File: src/sv/pcm_clock_presence_monitor_assert.svh
// assertion macros for the clock presence monitor
// clock and reset are the names of the enclosing module's clock and reset
`ifndef PCM_CLOCK_PRESENCE_MONITOR_ASSERT_SVH
`define PCM_CLOCK_PRESENCE_MONITOR_ASSERT_SVH

// same-cycle implication
`define PCM_ASSERT_SAME(label, ante, cons) \
   label: assert property (@(posedge clock) disable iff (reset) (ante) |-> (cons)) \
      else $error("pcm monitor check failed");

// next-cycle implication
`define PCM_ASSERT_NEXT(label, ante, cons) \
   label: assert property (@(posedge clock) disable iff (reset) (ante) |=> (cons)) \
      else $error("pcm monitor check failed");

`endif

File: src/sv/pcm_pkg.sv
package pcm_pkg;

   localparam int WINDOW_SAMPLES    = 400;
   localparam int BURST_HALF_CYCLES = 16;
   localparam int REQ_FIFO_DEPTH    = 2;

   localparam int SMP_W   = $clog2(WINDOW_SAMPLES + 1);
   localparam int BURST_W = $clog2(BURST_HALF_CYCLES + 1);
   localparam int FPTR_W  = (REQ_FIFO_DEPTH > 1) ? $clog2(REQ_FIFO_DEPTH) : 1;
   localparam int FCNT_W  = $clog2(REQ_FIFO_DEPTH + 1);

   localparam int EDGE_W  = 9;
   localparam int THR_W   = 9;
   localparam int GAP_W   = 16;
   localparam int STATE_W = 3;
   localparam int MODE_W  = 2;
   localparam int EVENT_W = 2;
   localparam int CSR_IDX_W  = 2;
   localparam int CSR_DATA_W = 16;

   localparam logic [EDGE_W-1:0] EDGE_MAX = {EDGE_W{1'b1}};

   // register indexes
   localparam logic [CSR_IDX_W-1:0] CSR_ENABLE         = 2'd0;
   localparam logic [CSR_IDX_W-1:0] CSR_EDGE_THRESHOLD = 2'd1;
   localparam logic [CSR_IDX_W-1:0] CSR_POLL_GAP       = 2'd2;
   localparam logic [CSR_IDX_W-1:0] CSR_EXT_ACTIVE_LOW = 2'd3;

   localparam logic [THR_W-1:0] THRESHOLD_RESET = 9'd10;
   localparam logic [GAP_W-1:0] POLL_GAP_RESET  = 16'd5000;

   // monitor states
   localparam logic [STATE_W-1:0] ST_DISABLED   = 3'd0;
   localparam logic [STATE_W-1:0] ST_ENABLED    = 3'd1;
   localparam logic [STATE_W-1:0] ST_LOST       = 3'd2;
   localparam logic [STATE_W-1:0] ST_SYNC       = 3'd3;
   localparam logic [STATE_W-1:0] ST_GENERATING = 3'd4;

   // interface modes
   localparam logic [MODE_W-1:0] MODE_DISABLED = 2'd0;
   localparam logic [MODE_W-1:0] MODE_MASTER   = 2'd1;
   localparam logic [MODE_W-1:0] MODE_SLAVE    = 2'd2;

   // events
   localparam logic [EVENT_W-1:0] EV_NONE = 2'd0;
   localparam logic [EVENT_W-1:0] EV_SYNC = 2'd1;
   localparam logic [EVENT_W-1:0] EV_LOST = 2'd2;

   typedef struct packed {
      logic              enable;
      logic [THR_W-1:0]  edge_threshold;
      logic [GAP_W-1:0]  poll_gap;
      logic              ext_active_low;
   } pcm_cfg_type;

   typedef struct packed {
      logic dcl_level;
      logic start_request;
   } pcm_req_type;

   typedef struct packed {
      logic [STATE_W-1:0] clock_state;
      logic [MODE_W-1:0]  interface_mode;
      logic               dcl_drive;
      logic               fsc_drive;
      logic               ext_pin_level;
      logic [EVENT_W-1:0] event_code;
   } pcm_rsp_type;

   typedef struct packed {
      logic not_empty;
      logic full;
   } pcm_fifo_status_type;

endpackage

File: src/sv/pcm_if.sv
interface pcm_req_if;
   logic valid;
   logic ready;
   logic dcl_level;
   logic start_request;

   modport source (output valid, output dcl_level, output start_request, input ready);
   modport sink (input valid, input dcl_level, input start_request, output ready);
endinterface

interface pcm_rsp_if;
   logic                             valid;
   logic                             ready;
   logic [pcm_pkg::STATE_W-1:0]      clock_state;
   logic [pcm_pkg::MODE_W-1:0]       interface_mode;
   logic                             dcl_drive;
   logic                             fsc_drive;
   logic                             ext_pin_level;
   logic [pcm_pkg::EVENT_W-1:0]      event_code;

   modport source (output valid, output clock_state, output interface_mode,
                   output dcl_drive, output fsc_drive, output ext_pin_level,
                   output event_code, input ready);
   modport sink (input valid, input clock_state, input interface_mode,
                 input dcl_drive, input fsc_drive, input ext_pin_level,
                 input event_code, output ready);
endinterface

File: src/sv/pcm_req_fifo.sv
module pcm_req_fifo (
   input  logic                         clock,
   input  logic                         reset,
   pcm_req_if.sink                      req_ch,
   input  logic                         pop,
   output pcm_pkg::pcm_req_type         head,
   output pcm_pkg::pcm_fifo_status_type status
);

   localparam int DEPTH = pcm_pkg::REQ_FIFO_DEPTH;
   localparam logic [pcm_pkg::FPTR_W-1:0] LAST_PTR = pcm_pkg::FPTR_W'(DEPTH - 1);
   localparam logic [pcm_pkg::FCNT_W-1:0] FULL_CNT = pcm_pkg::FCNT_W'(DEPTH);

   pcm_pkg::pcm_req_type            mem_ff [DEPTH];
   logic [pcm_pkg::FPTR_W-1:0]      wr_ptr_ff, wr_ptr_in;
   logic [pcm_pkg::FPTR_W-1:0]      rd_ptr_ff, rd_ptr_in;
   logic [pcm_pkg::FCNT_W-1:0]      cnt_ff, cnt_in;
   logic                            push;
   logic                            do_pop;

   assign status.full      = (cnt_ff == FULL_CNT);
   assign status.not_empty = (cnt_ff != '0);
   assign req_ch.ready     = !status.full;
   assign push             = req_ch.valid && !status.full;
   assign do_pop           = pop && status.not_empty;
   assign head             = mem_ff[rd_ptr_ff];

   always_comb begin
      wr_ptr_in = wr_ptr_ff;
      rd_ptr_in = rd_ptr_ff;
      cnt_in    = cnt_ff;
      if (push) begin
         wr_ptr_in = (wr_ptr_ff == LAST_PTR) ? '0 : wr_ptr_ff + 1'b1;
      end
      if (do_pop) begin
         rd_ptr_in = (rd_ptr_ff == LAST_PTR) ? '0 : rd_ptr_ff + 1'b1;
      end
      if (push && !do_pop) begin
         cnt_in = cnt_ff + 1'b1;
      end else if (do_pop && !push) begin
         cnt_in = cnt_ff - 1'b1;
      end
   end

   always_ff @(posedge clock) begin
      if (reset) begin
         wr_ptr_ff <= '0;
         rd_ptr_ff <= '0;
         cnt_ff    <= '0;
      end else begin
         wr_ptr_ff <= wr_ptr_in;
         rd_ptr_ff <= rd_ptr_in;
         cnt_ff    <= cnt_in;
      end
   end

   always_ff @(posedge clock) begin
      if (push) begin
         mem_ff[wr_ptr_ff] <= '{dcl_level: req_ch.dcl_level,
                                start_request: req_ch.start_request};
      end
   end

endmodule

File: src/sv/pcm_mon_core.sv
module pcm_mon_core (
   input  logic                         clock,
   input  logic                         reset,
   input  pcm_pkg::pcm_cfg_type         cfg,
   input  pcm_pkg::pcm_fifo_status_type fifo_st,
   input  pcm_pkg::pcm_req_type         head,
   output logic                         pop,
   pcm_rsp_if.source                    rsp_ch
);

   localparam logic [pcm_pkg::SMP_W-1:0]   WIN_END =
      pcm_pkg::SMP_W'(pcm_pkg::WINDOW_SAMPLES);
   localparam logic [pcm_pkg::BURST_W-1:0] BURST_END =
      pcm_pkg::BURST_W'(pcm_pkg::BURST_HALF_CYCLES);

   logic [pcm_pkg::STATE_W-1:0] state_ff, state_in;
   logic [pcm_pkg::SMP_W-1:0]   smp_cnt_ff, smp_cnt_in;
   logic [pcm_pkg::EDGE_W-1:0]  edge_cnt_ff, edge_cnt_in;
   logic                        prev_ff, prev_in;
   logic                        ref_pend_ff, ref_pend_in;
   logic [pcm_pkg::GAP_W-1:0]   gap_cnt_ff, gap_cnt_in;
   logic                        in_gap_ff, in_gap_in;
   logic [pcm_pkg::BURST_W-1:0] burst_cnt_ff, burst_cnt_in;
   logic                        burst_lvl_ff, burst_lvl_in;
   logic                        saved_ext_ff, saved_ext_in;
   logic                        ext_log_ff, ext_log_in;

   pcm_pkg::pcm_rsp_type        out_ff, out_in;
   logic                        out_valid_ff;

   logic                        advance;
   logic                        do_poll;
   logic                        do_burst;
   logic                        gap_go;
   logic                        present;
   logic                        dcl;
   logic                        fsc;
   logic [pcm_pkg::EVENT_W-1:0] ev;
   logic [pcm_pkg::MODE_W-1:0]  mode;

   assign advance = fifo_st.not_empty && (!out_valid_ff || rsp_ch.ready);
   assign pop     = advance;

   always_comb begin
      state_in     = state_ff;
      smp_cnt_in   = smp_cnt_ff;
      edge_cnt_in  = edge_cnt_ff;
      prev_in      = prev_ff;
      ref_pend_in  = ref_pend_ff;
      gap_cnt_in   = gap_cnt_ff;
      in_gap_in    = in_gap_ff;
      burst_cnt_in = burst_cnt_ff;
      burst_lvl_in = burst_lvl_ff;
      saved_ext_in = saved_ext_ff;
      ext_log_in   = ext_log_ff;
      do_poll      = 1'b0;
      do_burst     = 1'b0;
      gap_go       = 1'b0;
      present      = 1'b0;
      dcl          = 1'b0;
      fsc          = 1'b0;
      ev           = pcm_pkg::EV_NONE;

      if (!cfg.enable) begin
         state_in     = pcm_pkg::ST_DISABLED;
         ext_log_in   = 1'b0;
         burst_cnt_in = '0;
         burst_lvl_in = 1'b0;
         ref_pend_in  = 1'b1;
         in_gap_in    = 1'b0;
         gap_cnt_in   = '0;
         smp_cnt_in   = '0;
         edge_cnt_in  = '0;
      end else if (state_ff == pcm_pkg::ST_DISABLED) begin
         state_in    = pcm_pkg::ST_ENABLED;
         ext_log_in  = 1'b1;
         ref_pend_in = 1'b1;
         in_gap_in   = 1'b0;
         gap_cnt_in  = '0;
         smp_cnt_in  = '0;
         edge_cnt_in = '0;
         do_poll     = 1'b1;
      end else if (state_ff == pcm_pkg::ST_GENERATING) begin
         do_burst = 1'b1;
      end else if (head.start_request && (state_ff == pcm_pkg::ST_ENABLED ||
                                          state_ff == pcm_pkg::ST_LOST)) begin
         state_in     = pcm_pkg::ST_GENERATING;
         saved_ext_in = ext_log_ff;
         ext_log_in   = 1'b0;
         burst_cnt_in = '0;
         burst_lvl_in = 1'b0;
         do_burst     = 1'b1;
      end else begin
         do_poll = 1'b1;
      end

      if (do_burst) begin
         burst_lvl_in = ~burst_lvl_in;
         dcl          = burst_lvl_in;
         fsc          = (burst_cnt_in == '0);
         burst_cnt_in = burst_cnt_in + 1'b1;
         if (burst_cnt_in >= BURST_END) begin
            state_in     = pcm_pkg::ST_LOST;
            burst_cnt_in = '0;
            burst_lvl_in = 1'b0;
            if (saved_ext_in) begin
               ext_log_in = 1'b1;
            end
            gap_go = 1'b1;
         end
      end

      if (do_poll) begin
         if (in_gap_in) begin
            gap_cnt_in = gap_cnt_in + 1'b1;
            if (gap_cnt_in >= cfg.poll_gap) begin
               ref_pend_in = 1'b1;
               in_gap_in   = 1'b0;
               gap_cnt_in  = '0;
               smp_cnt_in  = '0;
               edge_cnt_in = '0;
            end
         end else if (ref_pend_in) begin
            prev_in     = head.dcl_level;
            ref_pend_in = 1'b0;
            smp_cnt_in  = '0;
            edge_cnt_in = '0;
         end else begin
            if (head.dcl_level != prev_in) begin
               if (edge_cnt_in != pcm_pkg::EDGE_MAX) begin
                  edge_cnt_in = edge_cnt_in + 1'b1;
               end
               prev_in = head.dcl_level;
            end
            smp_cnt_in = smp_cnt_in + 1'b1;
            if (smp_cnt_in >= WIN_END) begin
               present = (edge_cnt_in > cfg.edge_threshold);
               case (state_in)
                  pcm_pkg::ST_ENABLED: begin
                     state_in = present ? pcm_pkg::ST_SYNC : pcm_pkg::ST_LOST;
                     ev       = present ? pcm_pkg::EV_SYNC : pcm_pkg::EV_LOST;
                  end
                  pcm_pkg::ST_LOST: begin
                     if (present) begin
                        state_in = pcm_pkg::ST_SYNC;
                        ev       = pcm_pkg::EV_SYNC;
                     end
                  end
                  pcm_pkg::ST_SYNC: begin
                     if (!present) begin
                        state_in = pcm_pkg::ST_LOST;
                        ev       = pcm_pkg::EV_LOST;
                     end
                  end
                  default: begin
                  end
               endcase
               gap_go = 1'b1;
            end
         end
      end

      // end of a window or a burst: wait out the poll gap
      if (gap_go) begin
         smp_cnt_in  = '0;
         edge_cnt_in = '0;
         gap_cnt_in  = '0;
         if (cfg.poll_gap == '0) begin
            ref_pend_in = 1'b1;
            in_gap_in   = 1'b0;
         end else begin
            ref_pend_in = 1'b0;
            in_gap_in   = 1'b1;
         end
      end
   end

   always_comb begin
      case (state_in)
         pcm_pkg::ST_DISABLED:   mode = pcm_pkg::MODE_DISABLED;
         pcm_pkg::ST_GENERATING: mode = pcm_pkg::MODE_MASTER;
         default:                mode = pcm_pkg::MODE_SLAVE;
      endcase
      out_in.clock_state    = state_in;
      out_in.interface_mode = mode;
      out_in.dcl_drive      = (mode == pcm_pkg::MODE_MASTER) && dcl;
      out_in.fsc_drive      = (mode == pcm_pkg::MODE_MASTER) && fsc;
      out_in.ext_pin_level  = ext_log_in ^ cfg.ext_active_low;
      out_in.event_code     = ev;
   end

   always_ff @(posedge clock) begin
      if (reset) begin
         state_ff     <= pcm_pkg::ST_DISABLED;
         smp_cnt_ff   <= '0;
         edge_cnt_ff  <= '0;
         prev_ff      <= 1'b0;
         ref_pend_ff  <= 1'b1;
         gap_cnt_ff   <= '0;
         in_gap_ff    <= 1'b0;
         burst_cnt_ff <= '0;
         burst_lvl_ff <= 1'b0;
         saved_ext_ff <= 1'b0;
         ext_log_ff   <= 1'b0;
         out_valid_ff <= 1'b0;
      end else begin
         if (advance) begin
            state_ff     <= state_in;
            smp_cnt_ff   <= smp_cnt_in;
            edge_cnt_ff  <= edge_cnt_in;
            prev_ff      <= prev_in;
            ref_pend_ff  <= ref_pend_in;
            gap_cnt_ff   <= gap_cnt_in;
            in_gap_ff    <= in_gap_in;
            burst_cnt_ff <= burst_cnt_in;
            burst_lvl_ff <= burst_lvl_in;
            saved_ext_ff <= saved_ext_in;
            ext_log_ff   <= ext_log_in;
            out_valid_ff <= 1'b1;
         end else if (rsp_ch.ready) begin
            out_valid_ff <= 1'b0;
         end
      end
   end

   always_ff @(posedge clock) begin
      if (advance) begin
         out_ff <= out_in;
      end
   end

   assign rsp_ch.valid          = out_valid_ff;
   assign rsp_ch.clock_state    = out_ff.clock_state;
   assign rsp_ch.interface_mode = out_ff.interface_mode;
   assign rsp_ch.dcl_drive      = out_ff.dcl_drive;
   assign rsp_ch.fsc_drive      = out_ff.fsc_drive;
   assign rsp_ch.ext_pin_level  = out_ff.ext_pin_level;
   assign rsp_ch.event_code     = out_ff.event_code;

endmodule

File: src/sv/pcm_clock_presence_monitor.sv
// PCM bit-clock presence monitor: one sample tick in, one status result out. Ticks
// enter a two-entry queue that a state update drains into an output register, so the
// block takes one tick per clock cycle for as long as results are taken, and a tick's
// result passes the queue and the output register before it reaches rsp. A stalled
// result side holds up to three ticks before req ready drops. Detection runs in
// windows of one reference sample plus 400 compared samples, separated by poll_gap
// idle ticks; a start request in the enabled or lost state plays a 16 half-cycle master
// burst instead. Registers (enable, edge_threshold, poll_gap, ext_active_low) are for
// the user to write via csr port only while no tick is in flight; the block won't check.
`include "pcm_clock_presence_monitor_assert.svh"

module pcm_clock_presence_monitor (
   input  logic                              clock,
   input  logic                              reset,
   pcm_req_if.sink                           req_ch,
   pcm_rsp_if.source                         rsp_ch,
   input  logic                              csr_we,
   input  logic [pcm_pkg::CSR_IDX_W-1:0]     csr_index,
   input  logic [pcm_pkg::CSR_DATA_W-1:0]    csr_wdata
);

   pcm_pkg::pcm_cfg_type         cfg_ff, cfg_in;
   pcm_pkg::pcm_fifo_status_type fifo_st;
   pcm_pkg::pcm_req_type         head;
   logic                         pop;

   always_comb begin
      cfg_in = cfg_ff;
      if (csr_we) begin
         case (csr_index)
            pcm_pkg::CSR_ENABLE:         cfg_in.enable = csr_wdata[0];
            pcm_pkg::CSR_EDGE_THRESHOLD: cfg_in.edge_threshold =
                                            csr_wdata[pcm_pkg::THR_W-1:0];
            pcm_pkg::CSR_POLL_GAP:       cfg_in.poll_gap = csr_wdata[pcm_pkg::GAP_W-1:0];
            pcm_pkg::CSR_EXT_ACTIVE_LOW: cfg_in.ext_active_low = csr_wdata[0];
            default: begin
            end
         endcase
      end
   end

   always_ff @(posedge clock) begin
      if (reset) begin
         cfg_ff.enable         <= 1'b0;
         cfg_ff.edge_threshold <= pcm_pkg::THRESHOLD_RESET;
         cfg_ff.poll_gap       <= pcm_pkg::POLL_GAP_RESET;
         cfg_ff.ext_active_low <= 1'b0;
      end else begin
         cfg_ff <= cfg_in;
      end
   end

   pcm_req_fifo u_fifo (
      .clock  (clock),
      .reset  (reset),
      .req_ch (req_ch),
      .pop    (pop),
      .head   (head),
      .status (fifo_st)
   );

   pcm_mon_core u_core (
      .clock   (clock),
      .reset   (reset),
      .cfg     (cfg_ff),
      .fifo_st (fifo_st),
      .head    (head),
      .pop     (pop),
      .rsp_ch  (rsp_ch)
   );

   // a transfer in always leaves the queue holding something next cycle
   `PCM_ASSERT_NEXT(a_push_lands, req_ch.valid && req_ch.ready, fifo_st.not_empty)
   `PCM_ASSERT_SAME(a_drive_master_only, rsp_ch.valid && (rsp_ch.interface_mode != pcm_pkg::MODE_MASTER), !rsp_ch.dcl_drive && !rsp_ch.fsc_drive)
   `PCM_ASSERT_SAME(a_sync_event_state, rsp_ch.valid && (rsp_ch.event_code == pcm_pkg::EV_SYNC), rsp_ch.clock_state == pcm_pkg::ST_SYNC)
   `PCM_ASSERT_SAME(a_lost_event_state, rsp_ch.valid && (rsp_ch.event_code == pcm_pkg::EV_LOST), rsp_ch.clock_state == pcm_pkg::ST_LOST)

endmodule

File: src/flat_wrapper.sv
// flat-port wrapper written by rule: the top's interface ports become plain ports
module pcm_clock_presence_monitor_flat 
  (clock, reset, csr_we, csr_index, csr_wdata, req_ch_valid, req_ch_dcl_level, req_ch_start_request, req_ch_ready, rsp_ch_valid, rsp_ch_clock_state, rsp_ch_interface_mode, rsp_ch_dcl_drive, rsp_ch_fsc_drive, rsp_ch_ext_pin_level, rsp_ch_event_code, rsp_ch_ready);
  pcm_req_if req_ch_i ();
  pcm_rsp_if rsp_ch_i ();
  input  logic clock;
  input  logic reset;
  input  logic csr_we;
  input  logic [pcm_pkg::CSR_IDX_W-1:0] csr_index;
  input  logic [pcm_pkg::CSR_DATA_W-1:0] csr_wdata;
  input wire logic [$bits(req_ch_i.valid)-1:0] req_ch_valid;
  input wire logic [$bits(req_ch_i.dcl_level)-1:0] req_ch_dcl_level;
  input wire logic [$bits(req_ch_i.start_request)-1:0] req_ch_start_request;
  output wire logic [$bits(req_ch_i.ready)-1:0] req_ch_ready;
  output wire logic [$bits(rsp_ch_i.valid)-1:0] rsp_ch_valid;
  output wire logic [$bits(rsp_ch_i.clock_state)-1:0] rsp_ch_clock_state;
  output wire logic [$bits(rsp_ch_i.interface_mode)-1:0] rsp_ch_interface_mode;
  output wire logic [$bits(rsp_ch_i.dcl_drive)-1:0] rsp_ch_dcl_drive;
  output wire logic [$bits(rsp_ch_i.fsc_drive)-1:0] rsp_ch_fsc_drive;
  output wire logic [$bits(rsp_ch_i.ext_pin_level)-1:0] rsp_ch_ext_pin_level;
  output wire logic [$bits(rsp_ch_i.event_code)-1:0] rsp_ch_event_code;
  input wire logic [$bits(rsp_ch_i.ready)-1:0] rsp_ch_ready;
  assign req_ch_i.valid = req_ch_valid;
  assign req_ch_i.dcl_level = req_ch_dcl_level;
  assign req_ch_i.start_request = req_ch_start_request;
  assign req_ch_ready = req_ch_i.ready;
  assign rsp_ch_valid = rsp_ch_i.valid;
  assign rsp_ch_clock_state = rsp_ch_i.clock_state;
  assign rsp_ch_interface_mode = rsp_ch_i.interface_mode;
  assign rsp_ch_dcl_drive = rsp_ch_i.dcl_drive;
  assign rsp_ch_fsc_drive = rsp_ch_i.fsc_drive;
  assign rsp_ch_ext_pin_level = rsp_ch_i.ext_pin_level;
  assign rsp_ch_event_code = rsp_ch_i.event_code;
  assign rsp_ch_i.ready = rsp_ch_ready;
  pcm_clock_presence_monitor u_core (.clock(clock), .reset(reset), .req_ch(req_ch_i), .rsp_ch(rsp_ch_i), .csr_we(csr_we), .csr_index(csr_index), .csr_wdata(csr_wdata));
endmodule
File: config.mk
export PLATFORM = sky130hd
export DESIGN_NAME = pcm_clock_presence_monitor_flat
export DESIGN_NICKNAME = d
export VERILOG_FILES = /design/src/sv/pcm_pkg.sv /design/src/sv/pcm_if.sv /design/src/sv/pcm_req_fifo.sv /design/src/sv/pcm_mon_core.sv /design/src/sv/pcm_clock_presence_monitor.sv /design/src/flat_wrapper.sv
export VERILOG_INCLUDE_DIRS = /design/src /design/src/sv
export SDC_FILE = /design/constraint.sdc
export NUM_CORES = 1
export LEC_CHECK = 0
export BUFFER_PORTS_ARGS = -buffer_cell sky130_fd_sc_hd__buf_2
export CELL_PAD_IN_SITES_DETAIL_PLACEMENT = 0
export CELL_PAD_IN_SITES_GLOBAL_PLACEMENT = 1
export CORE_MARGIN = 2
export CORE_UTILIZATION = 47
export CTS_BUF_LIST = sky130_fd_sc_hd__clkbuf_4 sky130_fd_sc_hd__clkbuf_8 sky130_fd_sc_hd__clkbuf_16
export DETAILED_ROUTE_END_ITERATION = 10
export PLACE_DENSITY = 0.93
export SYNTH_ARGS = -nofsm -noshare
export SYNTH_HDL_FRONTEND = slang
export SYNTH_HIERARCHICAL = 1
export SYNTH_SLANG_ARGS = --single-unit
File: constraint.sdc
create_clock -name clock -period 4.6 [get_ports clock]
set_input_delay 0.46 -clock clock [delete_from_list [all_inputs] [get_ports clock]]
set_output_delay 0.46 -clock clock [all_outputs]
set_load 0.005 [all_outputs]
== Word level (Yosys, flattened, before mapping) ==
Memories as Yosys holds them, arrays and structs flattened. A register that Yosys moved wholly into a read port is not among the register bits.
Index checks and enable logic that the tools add are counted.

* Reductions and logical operators: 29
* $add $sub $neg: 8
* Eq/ne operators: 14
* Bitwise logic cells: 5
* $lt $le $gt $ge: 4
* Multiplexer cells: 109

{| class="wikitable"
|+ Operators by type and width
! cell !! count
|-
| $mux W9 || 19
|-
| $mux W16 || 6
|-
| $mux W1 || 59
|-
| $mux W3 || 12
|-
| $mux W5 || 6
|-
| $add A9 B1 Y9 const B || 2
|-
| $add A16 B1 Y16 const B || 1
|-
| $ge A16 B16 Y1 || 1
|-
| $logic_not A16 Y1 || 1
|-
| $eq A3 B2 Y1 const B || 3
|-
| $ge A9 B9 Y1 const B || 1
|-
| $gt A9 B9 Y1 || 1
|-
| $ne A9 B9 Y1 const B || 1
|-
| $pmux W3 S3 || 1
|-
| $logic_and A1 B1 Y1 || 8
|-
| $mux W2 || 4
|-
| $reduce_and A2 Y1 || 4
|-
| $reduce_bool A2 Y1 || 4
|-
| $eq A2 B2 Y1 const B || 3
|-
| $eq A3 B1 Y1 const B || 2
|-
| $eq A3 B3 Y1 const B || 2
|-
| $logic_not A3 Y1 || 2
|-
| $pmux W2 S3 || 1
|-
| $add A5 B1 Y5 const B || 1
|-
| other kinds (15) || 24
|}

* Word-level logic and storage cells: 195
* Bits in registers: 90
* Bits of input ports: 25
* Output and inout port bits: 12
* Memories kept: 1
* Memory bits (writable): 4

{| class="wikitable"
|+ Memory list
! memory !! words !! width !! read ports !! clocked after Yosys merged registers in !! wr ports !! RTL line !! RTL
|-
| u_core.u_fifo.mem_ff || 2 || 2 || 1 || 1 || 1 || pcm_req_fifo.sv:14 || <nowiki>pcm_pkg::pcm_req_type mem_ff [DEPTH];</nowiki>
|}

== Depth between registers and ports, before layout ==
Gate-level depths: netlist (run 1).

* Depth after elaboration: 21
* Mapped depth: 21
* Gate-level depth less buffers: 16

== Cells and area by module ==
The synthesis (run 1) kept the hierarchy.

{| class="wikitable"
|+ By module, submodules not included
! module !! cells each !! area an instance (µm²) !! instances !! seq. area each (µm²)
|-
| pcm_mon_core || 519 || 4155.2 || 1 || 1281.2
|-
| pcm_clock_presence_monitor || 113 || 1149.9 || 1 || 540.5
|-
| pcm_req_fifo || 32 || 366.6 || 1 || 220.2
|}

== Least setup slack after synthesis (run 1) ==
Ideal clock, no wire load.

* Kind: register -> register
* Start point: register u_core/cfg_ff[26] in the netlist's numbering
* End point: register u_core/u_core/gap_cnt_ff[12] in the netlist's numbering
* Data required time: 4541 ps
* Clock period less this slack: 4087 ps
* Arrival: 4028 ps
* Cell stages (with the launch flop): 20
* Path buffers: 5
* Library setup time: 59 ps
* Path slack: 513 ps
* Cell sequence: dfxtp_1 clkbuf_1 o31a_1 buf_2 clkbuf_1 and2_1 ha_1 and2_1 nand2b_1 or3_1 a21oi_1 ha_1 a21o_1 a211oi_1 nand3_1 nor2_1 and3_1 buf_2 buf_4 a22o_1

* Word-level cells in the longest chain between the ends: 10
* Elaborated cells between the ends (all ways): 23
* Those cells by class: add/sub (3); order compare (3); mux (17)

{| class="wikitable"
|+ Ends and longest elaborated chain
! what !! RTL line !! RTL
|-
| start: declaration || pcm_clock_presence_monitor.sv:22 || <nowiki>pcm_pkg::pcm_cfg_type cfg_ff, cfg_in;</nowiki>
|-
| start signal: assignment || pcm_clock_presence_monitor.sv:49 || <nowiki>cfg_ff <= cfg_in;</nowiki>
|-
| parallel branches: the longest is 9 deep, another holds $add A16 B1 Y16 || n/a ||
|-
| $mux W16 (*) || pcm_mon_core.sv:164 || <nowiki>if (gap_go) begin</nowiki>
|-
| end signal: assignment || pcm_mon_core.sv:213 || <nowiki>gap_cnt_ff <= gap_cnt_in;</nowiki>
|-
| end: declaration || pcm_mon_core.sv:21 || <nowiki>logic [pcm_pkg::GAP_W-1:0] gap_cnt_ff, gap_cnt_in;</nowiki>
|}

Every way passes the cells marked *.
A chain may end at the register's enable or synchronous reset.

== Final worst setup path (run 1) ==
* Start point: register u_core/u_core/state_ff[2] in the netlist's numbering
* End point: register u_core.u_core.out_ff, in the netlist u_core/u_core/rsp_ch.interface_mode[1] (data pin)

* Word-level cells in the longest chain between the ends: 19
* Elaborated cells between the ends (all ways): 58
* Those cells by class: add/sub (3); order compare (3); eq/ne (8); mux (40); reduce/logical (4)

{| class="wikitable"
|+ Ends and longest elaborated chain
! what !! RTL line !! RTL
|-
| start: declaration || pcm_mon_core.sv:16 || <nowiki>logic [pcm_pkg::STATE_W-1:0] state_ff, state_in;</nowiki>
|-
| start signal: assignment || pcm_mon_core.sv:194 || <nowiki>state_ff <= pcm_pkg::ST_DISABLED;</nowiki>
|-
| start signal: assignment || pcm_mon_core.sv:208 || <nowiki>state_ff <= state_in;</nowiki>
|-
| parallel branches: the longest is 16 deep, another holds $add A9 B1 Y9 || n/a ||
|-
| $mux W3 (*) || pcm_mon_core.sv:113 || <nowiki>if (do_poll) begin</nowiki>
|-
| $eq A3 B3 Y1 or $logic_not A3 Y1 (tied branches) || pcm_mon_core.sv:179 || <nowiki>case (state_in)</nowiki>
|-
| $pmux W2 S2 (*) || pcm_mon_core.sv:179 ||
|-
| via u_core.u_core.mode, one bit || pcm_mon_core.sv:39 || <nowiki>logic [pcm_pkg::MODE_W-1:0] mode;</nowiki>
|-
| end signal: assignment || pcm_mon_core.sv:228 || <nowiki>out_ff <= out_in;</nowiki>
|-
| end: declaration || pcm_mon_core.sv:28 || <nowiki>pcm_pkg::pcm_rsp_type out_ff, out_in;</nowiki>
|}

Mark *: on every way through the listed nets, which the timed path passes. The select of a mux whose other input is x is not followed.

==> impl_metrics.json, run 1 <==
{
  "synth_edf_count": 14,
  "ys_warn_count": 6,
  "cp.buffers_inverters": 1,
  "synth_mux_area_share_pct": 5.89,
  "critPathCaptureType": "register",
  "cts_setup_buffers": 0,
  "clk_pin_slew_worst_paths_ns": 0.07,
  "syn_avg_cell_area_um2": 8.54,
  "slew_headroom_pct": 36.5,
  "cts.sinks": 95,
  "die_width_um": 114,
  "grt_usage_pct": 21.3,
  "outcome": "completed",
  "min_period_ns": 4.07,
  "critical_path.max_stage_delay_ns": 0.57,
  "design.core.area_um2": 11900,
  "stdcell_count": 839,
  "r2r_end": "u_core/u_core/rsp_ch.interface_mode[1]",
  "ys.flop_type": "dfxtp_1",
  "path_max_fanout": 13,
  "startpoint": "u_core/u_core/state_ff[2]",
  "synth_fp_nets": 721,
  "root_buffer": "clkbuf_16",
  "hpwl_mm": 9.68,
  "max_freq_mhz": 246,
  "cts_hold_buf": 0,
  "port_buffers": 36,
  "crit_required_ns": 4.68,
  "syn-cell-area_um2": 5670,
  "synthAdderAreaFrac_pct": 7.24,
  "cts.htree.levels": 3,
  "fin_setup_tns_ns": 0,
  "insertion_delay_ns": 0.34,
  "skew_ns": 0.00929,
  "r2r-start": "u_core/u_core/state_ff[2]",
  "synth_top_family_by_area": "simple AND/OR/NAND/NOR gates",
  "synth_top_area_cell": "dfxtp_1",
  "critPathSlowestCell": "dfxtp_1",
  "reg2reg_depth": 16,
  "synth-compound-area-share_pct": 18.8,
  "post_cts_resized": 0,
  "path_cells": "o31a_1 > buf_4 > and2_1 > ha_1 > nand4_1 > or3_1 > nand2_1 > mux2_2 > ha_1 > nor2b_1 > o21ai_0 > a21oi_1 > o21ai_0 > a21oi_1 > mux2i_1 > nand2_1",
  "area_growth_pct": 10.2,
  "cp.arrival_ns": 4.15,
  "synth-seq-cells": 95,
  "via_count": 4838,
  "drt-initial-drc-count": 367,
  "die_area_um2": 13000,
  "routabilityCongestion": 0.907,
  "synth-async-reset-ratio_pct": 0,
  "rsz0062_at_grt": "no",
  "route.detailed.drc": 0,
  "io_pins": 37,
  "clockBufferDepth": 2,
  "final-hold-violation-count": 0,
  "vdd_drop_max_mv": 0.310,
  "powerDensity_nw_per_um2": 374,
  "grt_max_degree": 68,
  "setup.worst_path.end": "u_core/u_core/rsp_ch.interface_mode[1]",
  "nFillCells": 1092,
  "placed_cells": 823,
  "synth-simple-area-share_pct": 22.2,
  "yosys-top-cells-area": "dfxtp_1, edfxtp_1, ha_1",
  "numCtsBuffers": 9,
  "cts_tree": "done",
  "synth-xor-area-share_pct": 3.86,
  "path_delay_family": "simple AND/OR/NAND/NOR gates",
  "grt_overflow": 0,
  "critPathKind": "reg -> reg",
  "grt_pass1_vias": 4615,
  "fin_nets": 744,
  "seq_area_frac_synth_pct": 36.0,
  "final_cell_mix": "dfxtp_1, nor2_1, nand2_1",
  "reg2reg_setup_slack_ns": 0.53,
  "routed_wl_mm": 13.3,
  "start_util_pct": 47.6,
  "grt_pass1_wl_mm": 22.4,
  "rows": 40,
  "fin_crit_sh_pct": 88.4,
  "p_leak_nw": 2.56,
  "drt.antenna.violating_nets": 0,
  "first_pass_iters": 5,
  "die_h_um": 114,
  "yosys.cell_types.count": 72,
  "crit_cells": 16,
  "finalSetupViolations": 0,
  "maxSlewViolCount": 0,
  "maxCapViolCount": 0,
  "final_common_cell": "dfxtp_1",
  "synthCells": 664,
  "antenna_cells": 0,
  "viasPerCell": 5.77,
  "final_layout_size_suffix_gt1_share_pct": 11.6,
  "worst_pin_slew_ns": 0.952,
  "start_kind": "register",
  "wl_per_cell_um": 15.9,
  "antenna_found_initial": 0,
  "netlist.area_leader.share_pct": 28.6,
  "hp-class": "in -> reg"
}
-- power by group --
group	switching [W]	internal, W	total (W)	leakage, nW
sequential	0.0000760	0.000946	0.00102	0.793
combinational	0.000356	0.000186	0.000542	1.61
clock	0.000329	0.000444	0.000773	0.153
total	0.000761	0.00158	0.00234	2.56
-- metrics by stage --
step	hold slack [ns]	setup WS, ns	util, %	power (W)	area [um^2]
3_3_place_gp	0.460	0.717	49.8	0.00156	5930
2_1_floorplan	0.449	0.513	-	0.00142	5670
4_1_cts	0.296	0.572	52.5	0.00234	6250
6_report	0.310	0.532	52.5	0.00234	6250
5_1_grt	0.311	0.202	52.5	0.00246	6250
3_5_place_dp	0.464	0.604	49.8	0.00157	5930
-- final cells by class --
cell class              count  area (um^2)  area share, %
well taps                 147          184           2.94
clock buffers              12          283           4.53
inverters                  44          165           2.64
flip-flops and latches     95         2040           32.7
repair buffers             45          248           3.96
clock inverters             4         33.8          0.541
multi-input cells         492         3290           52.7
-- cells in the mapped netlist, drive strengths merged, types with 17 or more instances --
master and instances:
nor2 59, nand3 24, nand2 56, nand2b 37, mux2i 30, a22o 21
inv 44, o21ai 34, clkbuf 17, dfxtp 81, a21oi 34, ha 32
-- kinds of logic after synthesis --
| kind of cell | after synthesis |
|---|---|
| AND/OR/NAND/NOR | 247 |
| buffers and inverters | 77 |
| XOR/XNOR | 25 |
| multiplexers | 33 |
| AO/OA/AOI/OAI | 154 |
| flip-flops | 95 |
| adder cells (fa/ha/maj) | 33 |
-- worst reg2reg max path, cell delays in order, from the launching register on --
cell and delay [ns]:
dfxtp_1 0.57, o31a_1 0.29, buf_4 0.23, and2_1 0.21
ha_1 0.21, nand4_1 0.13, or3_1 0.39, nand2_1 0.16
mux2_2 0.37, ha_1 0.28, nor2b_1 0.13, o21ai_0 0.14
a21oi_1 0.09, o21ai_0 0.17, a21oi_1 0.12, mux2i_1 0.24
nand2_1 0.09
-- layer usage --
| metal | track usage, % | vias to the layer above | part of all wire (%) |
|---|---|---|---|
| li1 | - | 2418 | - |
| met1 | 30.1 | 2282 | 49 |
| met2 | 34.1 | 120 | 46 |
| met3 | 2.39 | 18 | 3.4 |
| met4 | 6.91 | 0 | 1.6 |
| met5 | 0 | - | 0 |
-- registers in the layout (all words and copies together) (netlist names), 2 cells and up, named ones only --
signal / flops
u_core/cfg_ff: 27
u_core/u_core/burst_cnt_ff: 5
u_core/u_core/edge_cnt_ff: 9
u_core/u_core/gap_cnt_ff: 16
u_core/u_core/rsp_ch.clock_state: 3
u_core/u_core/rsp_ch.event_code: 2
u_core/u_core/rsp_ch.interface_mode: 2
u_core/u_core/smp_cnt_ff: 9
u_core/u_core/state_ff: 3
u_core/u_fifo/cnt_ff: 2
u_core/u_fifo/mem_ff: 4
-- how the worst min path moves through the flow --
stage | end | slack, ns | start | cells past startpoint
after floorplan | u_core/cfg_ff[24] | 0.45 | u_core/cfg_ff[24] | 2
after global placement | u_core/u_core/ext_log_ff | 0.46 | u_core/u_core/ext_log_ff | 2
after detailed placement | u_core/u_core/ext_log_ff | 0.46 | u_core/u_core/ext_log_ff | 2
after CTS | u_core/u_fifo/mem_ff[1][0] | 0.30 | req_ch_start_request | 1
after global routing | u_core/u_fifo/mem_ff[1][0] | 0.31 | req_ch_start_request | 1
final | u_core/u_fifo/mem_ff[1][0] | 0.31 | req_ch_start_request | 1
Note: power is estimated with default switching activity, not from simulation.
==> run 2: changes to the inputs <==
--- a/config.mk
+++ b/config.mk
@@ -10,10 +10,10 @@
 export CELL_PAD_IN_SITES_DETAIL_PLACEMENT = 0
 export CELL_PAD_IN_SITES_GLOBAL_PLACEMENT = 1
 export CORE_MARGIN = 2
-export CORE_UTILIZATION = 47
+export CORE_UTILIZATION = 45
 export CTS_BUF_LIST = sky130_fd_sc_hd__clkbuf_4 sky130_fd_sc_hd__clkbuf_8 sky130_fd_sc_hd__clkbuf_16
 export DETAILED_ROUTE_END_ITERATION = 10
-export PLACE_DENSITY = 0.93
+export PLACE_DENSITY = 0.9
 export SYNTH_ARGS = -nofsm -noshare
 export SYNTH_HDL_FRONTEND = slang
 export SYNTH_HIERARCHICAL = 1
==> impl_metrics.json, run 2 (synthesis gave the netlist of run 1 again) <==
{
  "grtUsageMet1_pct": 29.6,
  "crit_required_ns": 4.88,
  "slew_headroom_pct": 36.0,
  "path_delay_family": "compound AO/OA/AOI/OAI gates",
  "skew_ns": 0.00852,
  "path_max_fanout": 13,
  "grt_max_degree": 70,
  "hp-start": "req_ch_start_request",
  "rsz0062_at_grt": "no",
  "met3_usage_pct": 2.65,
  "drt.antenna.violating_nets": 0,
  "cp.arrival_ns": 4.59,
  "viasPerCell": 5.66,
  "vdd_drop_max_mv": 0.284,
  "clockBufferDepth": 2,
  "grt_pass1_wl_mm": 22.4,
  "fin_setup_tns_ns": 0,
  "cts_setup_buffers": 0,
  "critPathCaptureType": "register",
  "min_period_ns": 4.31,
  "design.core.area_um2": 12500,
  "final_common_cell": "dfxtp_1",
  "whs_endpoint": "u_core/u_fifo/mem_ff[0][0]",
  "maxSlewViolCount": 0,
  "start_util_pct": 45.5,
  "whs_ns": 0.308,
  "die_area_um2": 13500,
  "cts.htree.levels": 3,
  "max_freq_mhz": 232,
  "die_h_um": 116,
  "antenna_cells": 0,
  "routabilityCongestion": 0.938,
  "port_buffers": 36,
  "finalSetupViolations": 0,
  "io_pins": 37,
  "die_width_um": 116,
  "start_kind": "register",
  "route.detailed.drc": 0,
  "grt_overflow": 0,
  "powerDensity_nw_per_um2": 376,
  "via_count": 4885,
  "post_cts_resized": 0,
  "area_growth_pct": 10.7,
  "final_cell_mix": "dfxtp_1, nor2_1, nand2_1",
  "critPathSlowestCell": "dfxtp_1",
  "antenna_found_initial": 0,
  "worst_pin_slew_ns": 0.959,
  "cts_hold_buf": 0,
  "hpwl_mm": 9.73,
  "grt_util_met2_pct": 32.8,
  "cp.buffers_inverters": 0,
  "top_register": "u_core/cfg_ff",
  "final_area_um2": 6280,
  "path_cells": "o31a_1 > and2_1 > ha_1 > and2_1 > nand2b_1 > or3_1 > a21oi_1 > ha_1 > a21o_1 > a211oi_1 > nand3_1 > o21ai_0 > a21o_1 > a22o_2",
  "numCtsBuffers": 9,
  "grt_pass1_vias": 4547,
  "root_buffer": "clkbuf_16",
  "cts_tree": "done",
  "r2r-start": "u_core/u_core/state_ff[2]",
  "clk_pin_slew_worst_paths_ns": 0.07,
  "fin_nets": 743,
  "rows": 41,
  "outcome": "completed",
  "maxCapViolCount": 0,
  "largest_reg_flops": 27,
  "fin_crit_sh_pct": 93.6,
  "critical_path.max_stage_delay_ns": 0.56,
  "reg_top3": "u_core/cfg_ff (27), u_core/u_core/gap_cnt_ff (16)",
  "r2r_end": "u_core/u_core/smp_cnt_ff[8]",
  "drt-initial-drc-count": 352,
  "reg2reg_depth": 14,
  "wl_per_cell_um": 15.4,
  "final_layout_size_suffix_gt1_share_pct": 11.6,
  "min_path_cells": 1,
  "critPathKind": "reg -> reg",
  "first_pass_iters": 5,
  "hp-class": "in -> reg",
  "insertion_delay_ns": 0.34,
  "p_leak_nw": 2.56,
  "reg2reg_setup_slack_ns": 0.29,
  "cts.sinks": 95,
  "postPlaceCellArea_um2": 5960,
  "routed_wl_mm": 13.3,
  "final-hold-violation-count": 0,
  "crit_cells": 14,
  "grt_usage_pct": 20.6,
  "grt_busiest_layer": "met2"
}
==> run 2: changes by cell type in the layout (fill, tap and decap cells not counted), sizes merged <==
cell	change
buf	-1
inv	+1
bufinv	+1
clkinvlp	-1
clkbuf	-1
==> run 2: worst reg2reg max path, cell delays in order (launching register included) <==
cell and delay, ns:
dfxtp_1 0.56, o31a_1 0.44, and2_1 0.26, ha_1 0.22, and2_1 0.20, nand2b_1 0.09
or3_1 0.34, a21oi_1 0.23, ha_1 0.29, a21o_1 0.16, a211oi_1 0.30, nand3_1 0.16
o21ai_0 0.36, a21o_1 0.42, a22o_2 0.21
==> run 2: cell type report <==
cell class | instances | area [um^2]
Clock buffer | 11 | 258
Clock inverter | 5 | 61.3
Fill cell | 1175 | 6190
Inverter | 44 | 165
Multi-Input combinational cell | 492 | 3300
Sequential cell | 95 | 2040
Tap cell | 172 | 215
Timing Repair Buffer | 44 | 240
==> run 2: where the power goes <==
part | leakage [nW] | switching, W | internal [W]
registers | 0.793 | 0.0000791 | 0.000945
clock network | 0.159 | 0.000321 | 0.000466
logic | 1.60 | 0.000358 | 0.000190
==> run 2: per-layer routing <==
layer | up-vias | wire length (um)
li1 | 2427 | -
met1 | 2315 | 6520
met2 | 131 | 6130
met3 | 12 | 546
met4 | 0 | 133
met5 | - | 0
==> run 2: metrics by stage <==
step	power (W)	utilization, %	worst slack, ns	std cells
finish	0.00236	50.4	0.293	863
global route	0.00248	50.4	0.00455	863
CTS	0.00237	50.3	0.224	863
detailed placement	0.00158	47.8	0.289	847
global placement	0.00157	47.8	0.509	847
floorplan	0.00142	-	0.513	664
==> run 2: worst max-delay path by stage <==
stage | from | end | slack, ns
floorplan | u_core/cfg_ff[26] | u_core/u_core/gap_cnt_ff[12] | 0.51
global placement | u_core/u_core/state_ff[2] | u_core/u_core/rsp_ch.interface_mode[1] | 0.51
detailed placement | u_core/u_core/state_ff[2] | u_core/u_core/gap_cnt_ff[15] | 0.29
CTS | u_core/u_core/state_ff[2] | u_core/u_core/gap_cnt_ff[1] | 0.22
global route | u_core/u_core/state_ff[2] | u_core/u_core/rsp_ch.interface_mode[1] | 0.005
finish | u_core/u_core/state_ff[2] | u_core/u_core/smp_cnt_ff[8] | 0.29
